--- src/design/assert_macros.svh ---
// assertion helpers
`ifndef ASSERT_MACROS_SVH
`define ASSERT_MACROS_SVH
`ifndef SYNTHESIS
`define ASSERT_IMP(lbl, clk, rstn, ante, cons, msg) \
    lbl: assert property (@(posedge clk) disable iff (!(rstn)) (ante) |-> (cons)) \
        else $error(msg);
`define ASSERT_NXT(lbl, clk, rstn, ante, cons, msg) \
    lbl: assert property (@(posedge clk) disable iff (!(rstn)) (ante) |=> (cons)) \
        else $error(msg);
`else
`define ASSERT_IMP(lbl, clk, rstn, ante, cons, msg)
`define ASSERT_NXT(lbl, clk, rstn, ante, cons, msg)
`endif
`endif

--- src/design/sfla_pkg.sv ---
`timescale 1ns / 1ps
package sfla_pkg;
    localparam int CLS_W = 5;

    typedef enum logic [2:0] {
        S_BUILD, S_IDLE, S_SCAN, S_WR_SPARE, S_WR_BEST, S_DONE
    } t_state;

    typedef enum logic [1:0] {
        ST_OK, ST_NOMEM, ST_BADFREE, ST_FULL
    } t_status;

    localparam logic ACT_ALLOC = 1'b0;
    localparam logic ACT_FREE  = 1'b1;

    localparam logic [1:0] REG_BASE  = 2'd0;
    localparam logic [1:0] REG_CLASS = 2'd1;
    localparam logic [1:0] REG_BYTES = 2'd2;

    typedef struct packed {
        logic [31:0] start;
        logic [16:0] len;
        logic        used;
        logic        valid;
    } t_entry;

    typedef struct packed {
        logic busy;
        logic we;
    } t_bld_stat;
endpackage

--- src/design/sfla_rebuild.sv ---
`timescale 1ns / 1ps
module sfla_rebuild
    import sfla_pkg::*;
#(
    parameter int DEPTH       = 1024,
    parameter int AW          = 10,
    parameter int MAX_CLASSES = 8
) (
    input  logic          i_clk,
    input  logic          i_rst_n,
    input  logic          i_start,
    input  logic [31:0]   i_base,
    input  logic [3:0]    i_class_count,
    input  logic [16:0]   i_bytes,
    output t_bld_stat     o_stat,
    output logic [AW-1:0] o_widx,
    output t_entry        o_wdata
);
    logic             r_busy;
    logic [AW-1:0]    r_slot;
    logic [CLS_W-1:0] r_cls;
    logic [CLS_W-1:0] r_classes;
    logic [16:0]      r_rem;
    logic [16:0]      r_len;
    logic [31:0]      r_addr;
    logic [31:0]      r_cbase;
    logic             load;
    logic [CLS_W-1:0] shamt;

    assign load  = (r_rem == 17'd0) && (r_cls < r_classes);
    assign shamt = r_cls + CLS_W'(3);

    always_ff @(posedge i_clk) begin
        if (!i_rst_n) begin
            r_busy <= 1'b0;
        end else if (i_start) begin
            r_busy <= 1'b1;
        end else if (r_busy && !load && r_slot == AW'(DEPTH - 1)) begin
            r_busy <= 1'b0;
        end
    end

    always_ff @(posedge i_clk) begin
        if (i_start) begin
            r_slot  <= '0;
            r_cls   <= '0;
            r_rem   <= '0;
            r_cbase <= i_base;
            if ({1'b0, i_class_count} > CLS_W'(MAX_CLASSES)) begin
                r_classes <= CLS_W'(MAX_CLASSES);
            end else begin
                r_classes <= CLS_W'(i_class_count);
            end
        end else if (r_busy) begin
            if (load) begin
                r_rem   <= i_bytes >> shamt;
                r_len   <= 17'd1 << shamt;
                r_addr  <= r_cbase;
                r_cbase <= r_cbase + 32'(i_bytes);
                r_cls   <= r_cls + CLS_W'(1);
            end else begin
                r_slot <= r_slot + AW'(1);
                if (r_rem != 17'd0) begin
                    r_rem  <= r_rem - 17'd1;
                    r_addr <= r_addr + 32'(r_len);
                end
            end
        end
    end

    always_comb begin
        o_stat.busy = r_busy;
        o_stat.we   = r_busy && !load;
        o_widx      = r_slot;
        if (r_rem != 17'd0) begin
            o_wdata = '{start: r_addr, len: r_len, used: 1'b0, valid: 1'b1};
        end else begin
            o_wdata = '0;
        end
    end
endmodule

--- config.mk ---
export PLATFORM = sky130hd
export DESIGN_NAME = sfla_rebuild
export DESIGN_NICKNAME = d
export VERILOG_FILES = /design/src/design/assert_macros.svh /design/src/design/sfla_pkg.sv /design/src/design/sfla_rebuild.sv
export SDC_FILE = /design/constraint.sdc
export NUM_CORES = 1
export LEC_CHECK = 0
export BUFFER_PORTS_ARGS = -buffer_cell sky130_fd_sc_hd__buf_2
export CORE_ASPECT_RATIO = 2
export CORE_UTILIZATION = 40
export CTS_BUF_LIST = sky130_fd_sc_hd__clkbuf_4 sky130_fd_sc_hd__clkbuf_8
export DETAILED_ROUTE_END_ITERATION = 8
export GPL_TIMING_DRIVEN = 1
export PLACE_DENSITY = 0.56
export SLEW_MARGIN = 20
export SYNTH_ARGS = -nofsm -noshare
export SYNTH_HDL_FRONTEND = slang
export SYNTH_SLANG_ARGS = --single-unit
--- constraint.sdc ---
create_clock -name i_clk -period 8.9 [get_ports i_clk]
set_input_delay 1.78 -clock i_clk [delete_from_list [all_inputs] [get_ports i_clk]]
set_output_delay 1.78 -clock i_clk [all_outputs]
set_load 0.02 [all_outputs]
==> results of run 1 <==
[worst max-delay path, cell delays in order (launching register included)]
cell      delay [ns]
dfxtp_1         0.65
ha_1            0.34
a211oi_1        0.32
o21ai_0         0.42
o21ai_1         0.58
inv_1           0.11
buf_2           0.18
[stage by stage]
stage | power, mW | cells
final | 3.45 | 1378
after global routing | 3.69 | 1378
after CTS | 3.45 | 1378
after detailed placement | 2.96 | 1346
after global placement | 2.94 | 1346
after floorplan | 2.34 | 992
[routing by layer]
metal | track usage [%] | vias up | part of all wire [%]
li1 | - | 3788 | -
met1 | 24.1 | 3636 | 35
met2 | 46.4 | 246 | 53
met3 | 2.98 | 98 | 3.0
met4 | 22.3 | 0 | 9.4
met5 | 0 | - | 0
[sequential cells by signal, summed over array words and instances (netlist names)]
| register | cells |
|---|---|
| o_widx | 10 |
| r_addr | 32 |
| r_busy | 1 |
| r_cbase | 32 |
| r_classes | 4 |
| r_cls | 5 |
| r_len | 17 |
| r_rem | 17 |
[final cells by class]
type	instances	area (sq um)	share of cell area (%)
repair buffers	127	661	6.74
inverters	32	120	1.23
well taps	269	337	3.44
flip-flops and latches	118	3210	32.8
clock inverters	14	136	1.39
multi-input cells	800	5090	51.9
clock buffers	18	241	2.47
[power by group through the flow]
stage,clock (mW),sequential (mW),combinational [mW]
2_1_floorplan,0,0.860,1.48
3_3_place_gp,0,0.920,2.02
3_5_place_dp,0,0.921,2.03
4_1_cts,0.500,0.910,2.04
5_1_grt,0.517,0.923,2.25
6_report,0.489,0.913,2.05
[cells in the final DEF, fill, tap and decap left out, types with 33 or more instances in the layout]
cell	netlist	routed
buf_2	3	117
nand2_1	114	114
a21oi_1	85	85
edfxtp_1	85	85
nor2_1	86	83
o21ai_0	82	82
and2_1	55	55
ha_1	46	46
xnor2_1	39	39
dfxtp_1	33	33
[worst max path at each step]
stage	startpoint	end	cells after the start
detailed placement	i_bytes[0]	r_cbase[22]	10
CTS	r_cls[3]	o_stat[0]	6
global route	r_cls[3]	o_stat[0]	6
global placement	i_bytes[0]	r_cbase[26]	10
floorplan	i_bytes[0]	r_cbase[22]	9
finish	r_cls[3]	o_stat[0]	6
[logic make-up after synthesis]
| family | Yosys count | share of synthesized area, % |
|---|---|---|
| and+or+nand+nor | 388 | 22.3 |
| DFF | 118 | 37.4 |
| muxes | 32 | 4.28 |
| adders and majority gates | 48 | 7.16 |
| buffers and inverters | 74 | 3.49 |
| xor gates and xnor gates | 71 | 7.24 |
| other | 1 | 0.0436 |
| AOI/OAI and AO/OA | 260 | 18.1 |
==> reports/results.txt, run 1 <==
area post-placement - 9420 sq um
Hold EP - r_rem[14]
critical path class - flop to output port
clock share of power - 14.2%
RSZ-0062 raised after global routing - no
clk slew on worst S/H paths - 0.07 ns
Crit path required time - 7.12 ns
largest cells by area after synthesis - edfxtp_1 30%, dfxtp_1 7.7%, ha_1 6.7%
Worst Tran Pin Value - 1.08 ns
Final Cell Area - 9800 sq um
most common cell in the netlist - nand2_1
Die Area - 22100 sq um
worst-path maximum fanout - 14
largest net degree at the start of global routing - 61
post-synthesis sequential area ratio - 37.4%
Ant. Diodes - 0
Final TNS setup - 0 ns
Sw Pwr - 1.68 mW
FF-to-FF Start - r_cls[0]
total setup buffers inserted after CTS - 0
Final min period - 4.81 ns
DRT iter0 DRCs - 349
Vert. Die Dim - 209 um
dpl hpwl - 21400 um
Post-synth top flop - edfxtp_1
first-pass GRT wire length - 42000 um
startpoint types - flop
Cell Pwr Density - 352 nW/um^2
# hold bufs at CTS - 0
status - completed
DR vias/cell - 5.64
Leakage - 3.81 nW
Switching Fraction - 48.8%
# fillers - 2157
number of max-cap violations - 0
most common library cells after synthesis - 114 x nand2_1, 86 x nor2_1, 85 x a21oi_1, 85 x edfxtp_1, 82 x o21ai_0
Worst Skew - 0.0153 ns
internal power - 1.77 mW
TritonCTS buffer count - 17
number of flops mapped to enable cells by yosys - 85
row count - 75
number of global-route vias before repair - 7740
highest clock rate - 208 MHz
Slew headroom - 27.3%
WL final - 27600 um
total grt overflow - 0
IO Count - 119
DRC viols - 0
Hold Fails Final Rpt - 0
Core ar. - 21000 sq um
Worst Hold Class - flop to flop
initial core utilization - 40.9%
GPL Wtd Cong - 0.926
CP endpoint kind - output port
initial antenna violation count - 0
area grow syn2layout - 14.0%
crit share post-route - 54.1%
DR vias - 7768
post-CTS sizing - 0
CTS H-tree lvls - 4
Distinct cells, synth - 71
Post-synth ARST share - 0%
flop2flop setup slack - 5.28 ns
Worst Hold Launch - r_rem[14]
drt wl/cell - 20.0 um
Ys Warns - 0
Worst Reg2Reg Path Length in Cells - 10
syn nets - 1096
port buffer count - 117
Crit path arrival time - 3.03 ns
nets@finish - 1200
die width - 106 um
clk buf depth - 2
max-slew violations - 0
Mapped Cells - 992
router iterations before antenna repair - 5
CTS tree - built
sequential share of power - 26.5%
Synth area leader - edfxtp_1
share of layout cells above drive strength 1 - 17.7%
Min Hold Slack - 0.493 ns
Yosys reg bits - 118
PnR worst setup slack - 4.09 ns
root buf cell - clkbuf_8
CTS Sinks - 118
Peak VDD IR - 0.000271 V
final core occ - 46.6%
share of the synthesized area in the top cell type - 29.7%
global-route usage over all layers - 25.2%
Worst-Skew Late Latency - 0.45 ns
worst hold stages - 2
r2r endpoint - r_rem[2]
Cell Area, Synth - 8590 sq um
dpl ws - 4.31 ns
# setup viols final - 0
combinational share of power - 59.3%
post-route ant nets - 0
Avg Cell Area, Syn - 8.66 sq um
Note: power is estimated with default switching activity, not from simulation.
==> inputs of run 2 (changes only) <==
--- a/config.mk
+++ b/config.mk
@@ -11,7 +11,7 @@
 export CTS_BUF_LIST = sky130_fd_sc_hd__clkbuf_4 sky130_fd_sc_hd__clkbuf_8
 export DETAILED_ROUTE_END_ITERATION = 8
 export GPL_TIMING_DRIVEN = 1
-export PLACE_DENSITY = 0.56
+export PLACE_DENSITY = 0.58
 export SLEW_MARGIN = 20
 export SYNTH_ARGS = -nofsm -noshare
 export SYNTH_HDL_FRONTEND = slang
==> constraint.sdc (replaced) <==
create_clock -name i_clk -period 4.2 [get_ports i_clk]
set_input_delay 0.84 -clock i_clk [delete_from_list [all_inputs] [get_ports i_clk]]
set_output_delay 0.84 -clock i_clk [all_outputs]
set_load 0.02 [all_outputs]
==> run 2 against run 1 <==
  * Sequential share of layout area is 0.20 points lower
  * First-iteration DRC count is 3.4% higher
  * Clock skew is 0.00059 ns higher
  * Worst setup slack worse by 3.6 ns
  * Critical path depth stayed put
  * Clock-buffer cell count stayed put
==> reports/results.txt, run 2 (synthesized netlist as in run 1, its figures left out) <==
status - completed
router iterations before antenna repair - 5
total grt overflow - 0
Die Area - 22100 sq um
max-slew violations - 0
largest net degree at the start of global routing - 59
Crit path arrival time - 2.89 ns
first-pass GRT wire length - 41700 um
CP endpoint kind - output port
highest clock rate - 268 MHz
Final Cell Area - 9850 sq um
startpoint types - flop
Worst Tran Pin Value - 1.05 ns
Slew headroom - 29.0%
Worst-Skew Late Latency - 0.44 ns
TritonCTS buffer count - 17
global-route usage over all layers - 25.0%
CP Capture Point - o_stat[0]
FF-to-FF Start - r_cls[1]
DR vias/cell - 5.67
nets@finish - 1208
clk slew on worst S/H paths - 0.07 ns
clk buf depth - 2
dpl hpwl - 21400 um
Vert. Die Dim - 209 um
Leakage - 3.86 nW
dpl ws - 0.735 ns
Peak VDD IR - 0.000480 V
drt wl/cell - 19.6 um
PnR worst setup slack - 0.471 ns
critical path class - flop to output port
Final min period - 3.73 ns
row count - 75
commonest non-fill, non-tap cells in the layout - 116 x buf_2, 114 x nand2_1, 85 x a21oi_1, 85 x edfxtp_1, 84 x nor2_1
Core ar. - 21000 sq um
flop2flop setup slack - 1.03 ns
root buf cell - clkbuf_8
CTS H-tree lvls - 4
post-CTS sizing - 0
Crit path required time - 3.36 ns
Final TNS setup - 0 ns
area post-placement - 9480 sq um
# hold bufs at CTS - 0
CTS Sinks - 118
Hold Fails Final Rpt - 0
r2r endpoint - r_rem[1]
Ant. Diodes - 0
port buffer count - 117
Worst Hold Class - flop to flop
number of max-cap violations - 0
initial antenna violation count - 0
number of global-route vias before repair - 7849
RSZ-0062 raised after global routing - no
CTS tree - built
initial core utilization - 40.9%
die width - 106 um
commonest non-fill, non-tap cell in the layout - buf_2
DR vias - 7847
GPL Wtd Cong - 0.936
total setup buffers inserted after CTS - 0
crit share post-route - 88.8%
WL final - 27200 um
Worst Setup SP - r_cls[3]
Cell Pwr Density - 748 nW/um^2
share of layout cells above drive strength 1 - 18.3%
post-route ant nets - 0
area grow syn2layout - 14.7%
DRT iter0 DRCs - 361
Worst Reg2Reg Path Length in Cells - 9
worst-path maximum fanout - 14
# setup viols final - 0
Regs by FF count - r_addr x32, r_cbase x32
IO Count - 119
# fillers - 2194
DRC viols - 0
Worst Skew - 0.0159 ns
## run 2: cell types whose count changed in the layout (fill, tap and decap cells not counted)
cell / change
clkinvlp_4: -1
clkinv_1: -2
clkinv_2: +1
nor2_2: -1
buf_4: +9
nor2_1: +1
clkinv_4: +1
buf_2: -1
## run 2: metal layers
metal	vias up	track usage, %	wire [um]
met3	92	3.11	863
met2	245	47.3	14800
met5	-	0	0
met4	0	20.0	2190
met1	3688	23.5	9360
li1	3822	-	-
## run 2: per-stage QoR
stage | hold slack [ns] | std cells | total power [mW] | util [%]
2_1_floorplan | 0.454 | 992 | 4.96 | -
3_3_place_gp | 0.477 | 1354 | 6.31 | 45.1
3_5_place_dp | 0.486 | 1354 | 6.34 | 45.1
4_1_cts | 0.496 | 1385 | 7.37 | 46.9
5_1_grt | 0.528 | 1385 | 7.87 | 46.9
6_report | 0.488 | 1385 | 7.37 | 46.9
## run 2: critical path, cell delays in order (launching register included)
cell      delay, ns
dfxtp_1        0.66
ha_1           0.34
a211oi_1       0.29
o21ai_0        0.37
o21ai_1        0.52
inv_1          0.10
buf_2          0.18
## run 2: how the worst min path moves through the flow
stage               from   endpoint  slack, ns  depth (start not counted)
2_1_floorplan   r_rem[9]   r_rem[9]       0.45                          2
3_3_place_gp   r_rem[14]  r_rem[14]       0.48                          2
3_5_place_dp   r_rem[14]  r_rem[14]       0.49                          2
4_1_cts        r_rem[14]  r_rem[14]       0.50                          2
5_1_grt        r_rem[14]  r_rem[14]       0.53                          2
6_report       r_rem[14]  r_rem[14]       0.49                          2
## run 2: cell type report
cell class	count	area, sq um	area share, %
inverters	32	120	1.22
clock buffers	18	241	2.45
flip-flops and latches	118	3210	32.6
multi-input cells	800	5080	51.6
well taps	269	337	3.42
clock inverters	13	135	1.37
repair buffers	135	723	7.34
## run 2: power by group
group | internal (mW) | total, mW | switching (mW) | leakage (nW)
logic | 1.63 | 4.42 | 2.78 | 2.60
clock network | 0.526 | 1.03 | 0.501 | 0.180
registers | 1.65 | 1.93 | 0.272 | 1.08
total | 3.81 | 7.37 | 3.56 | 3.86
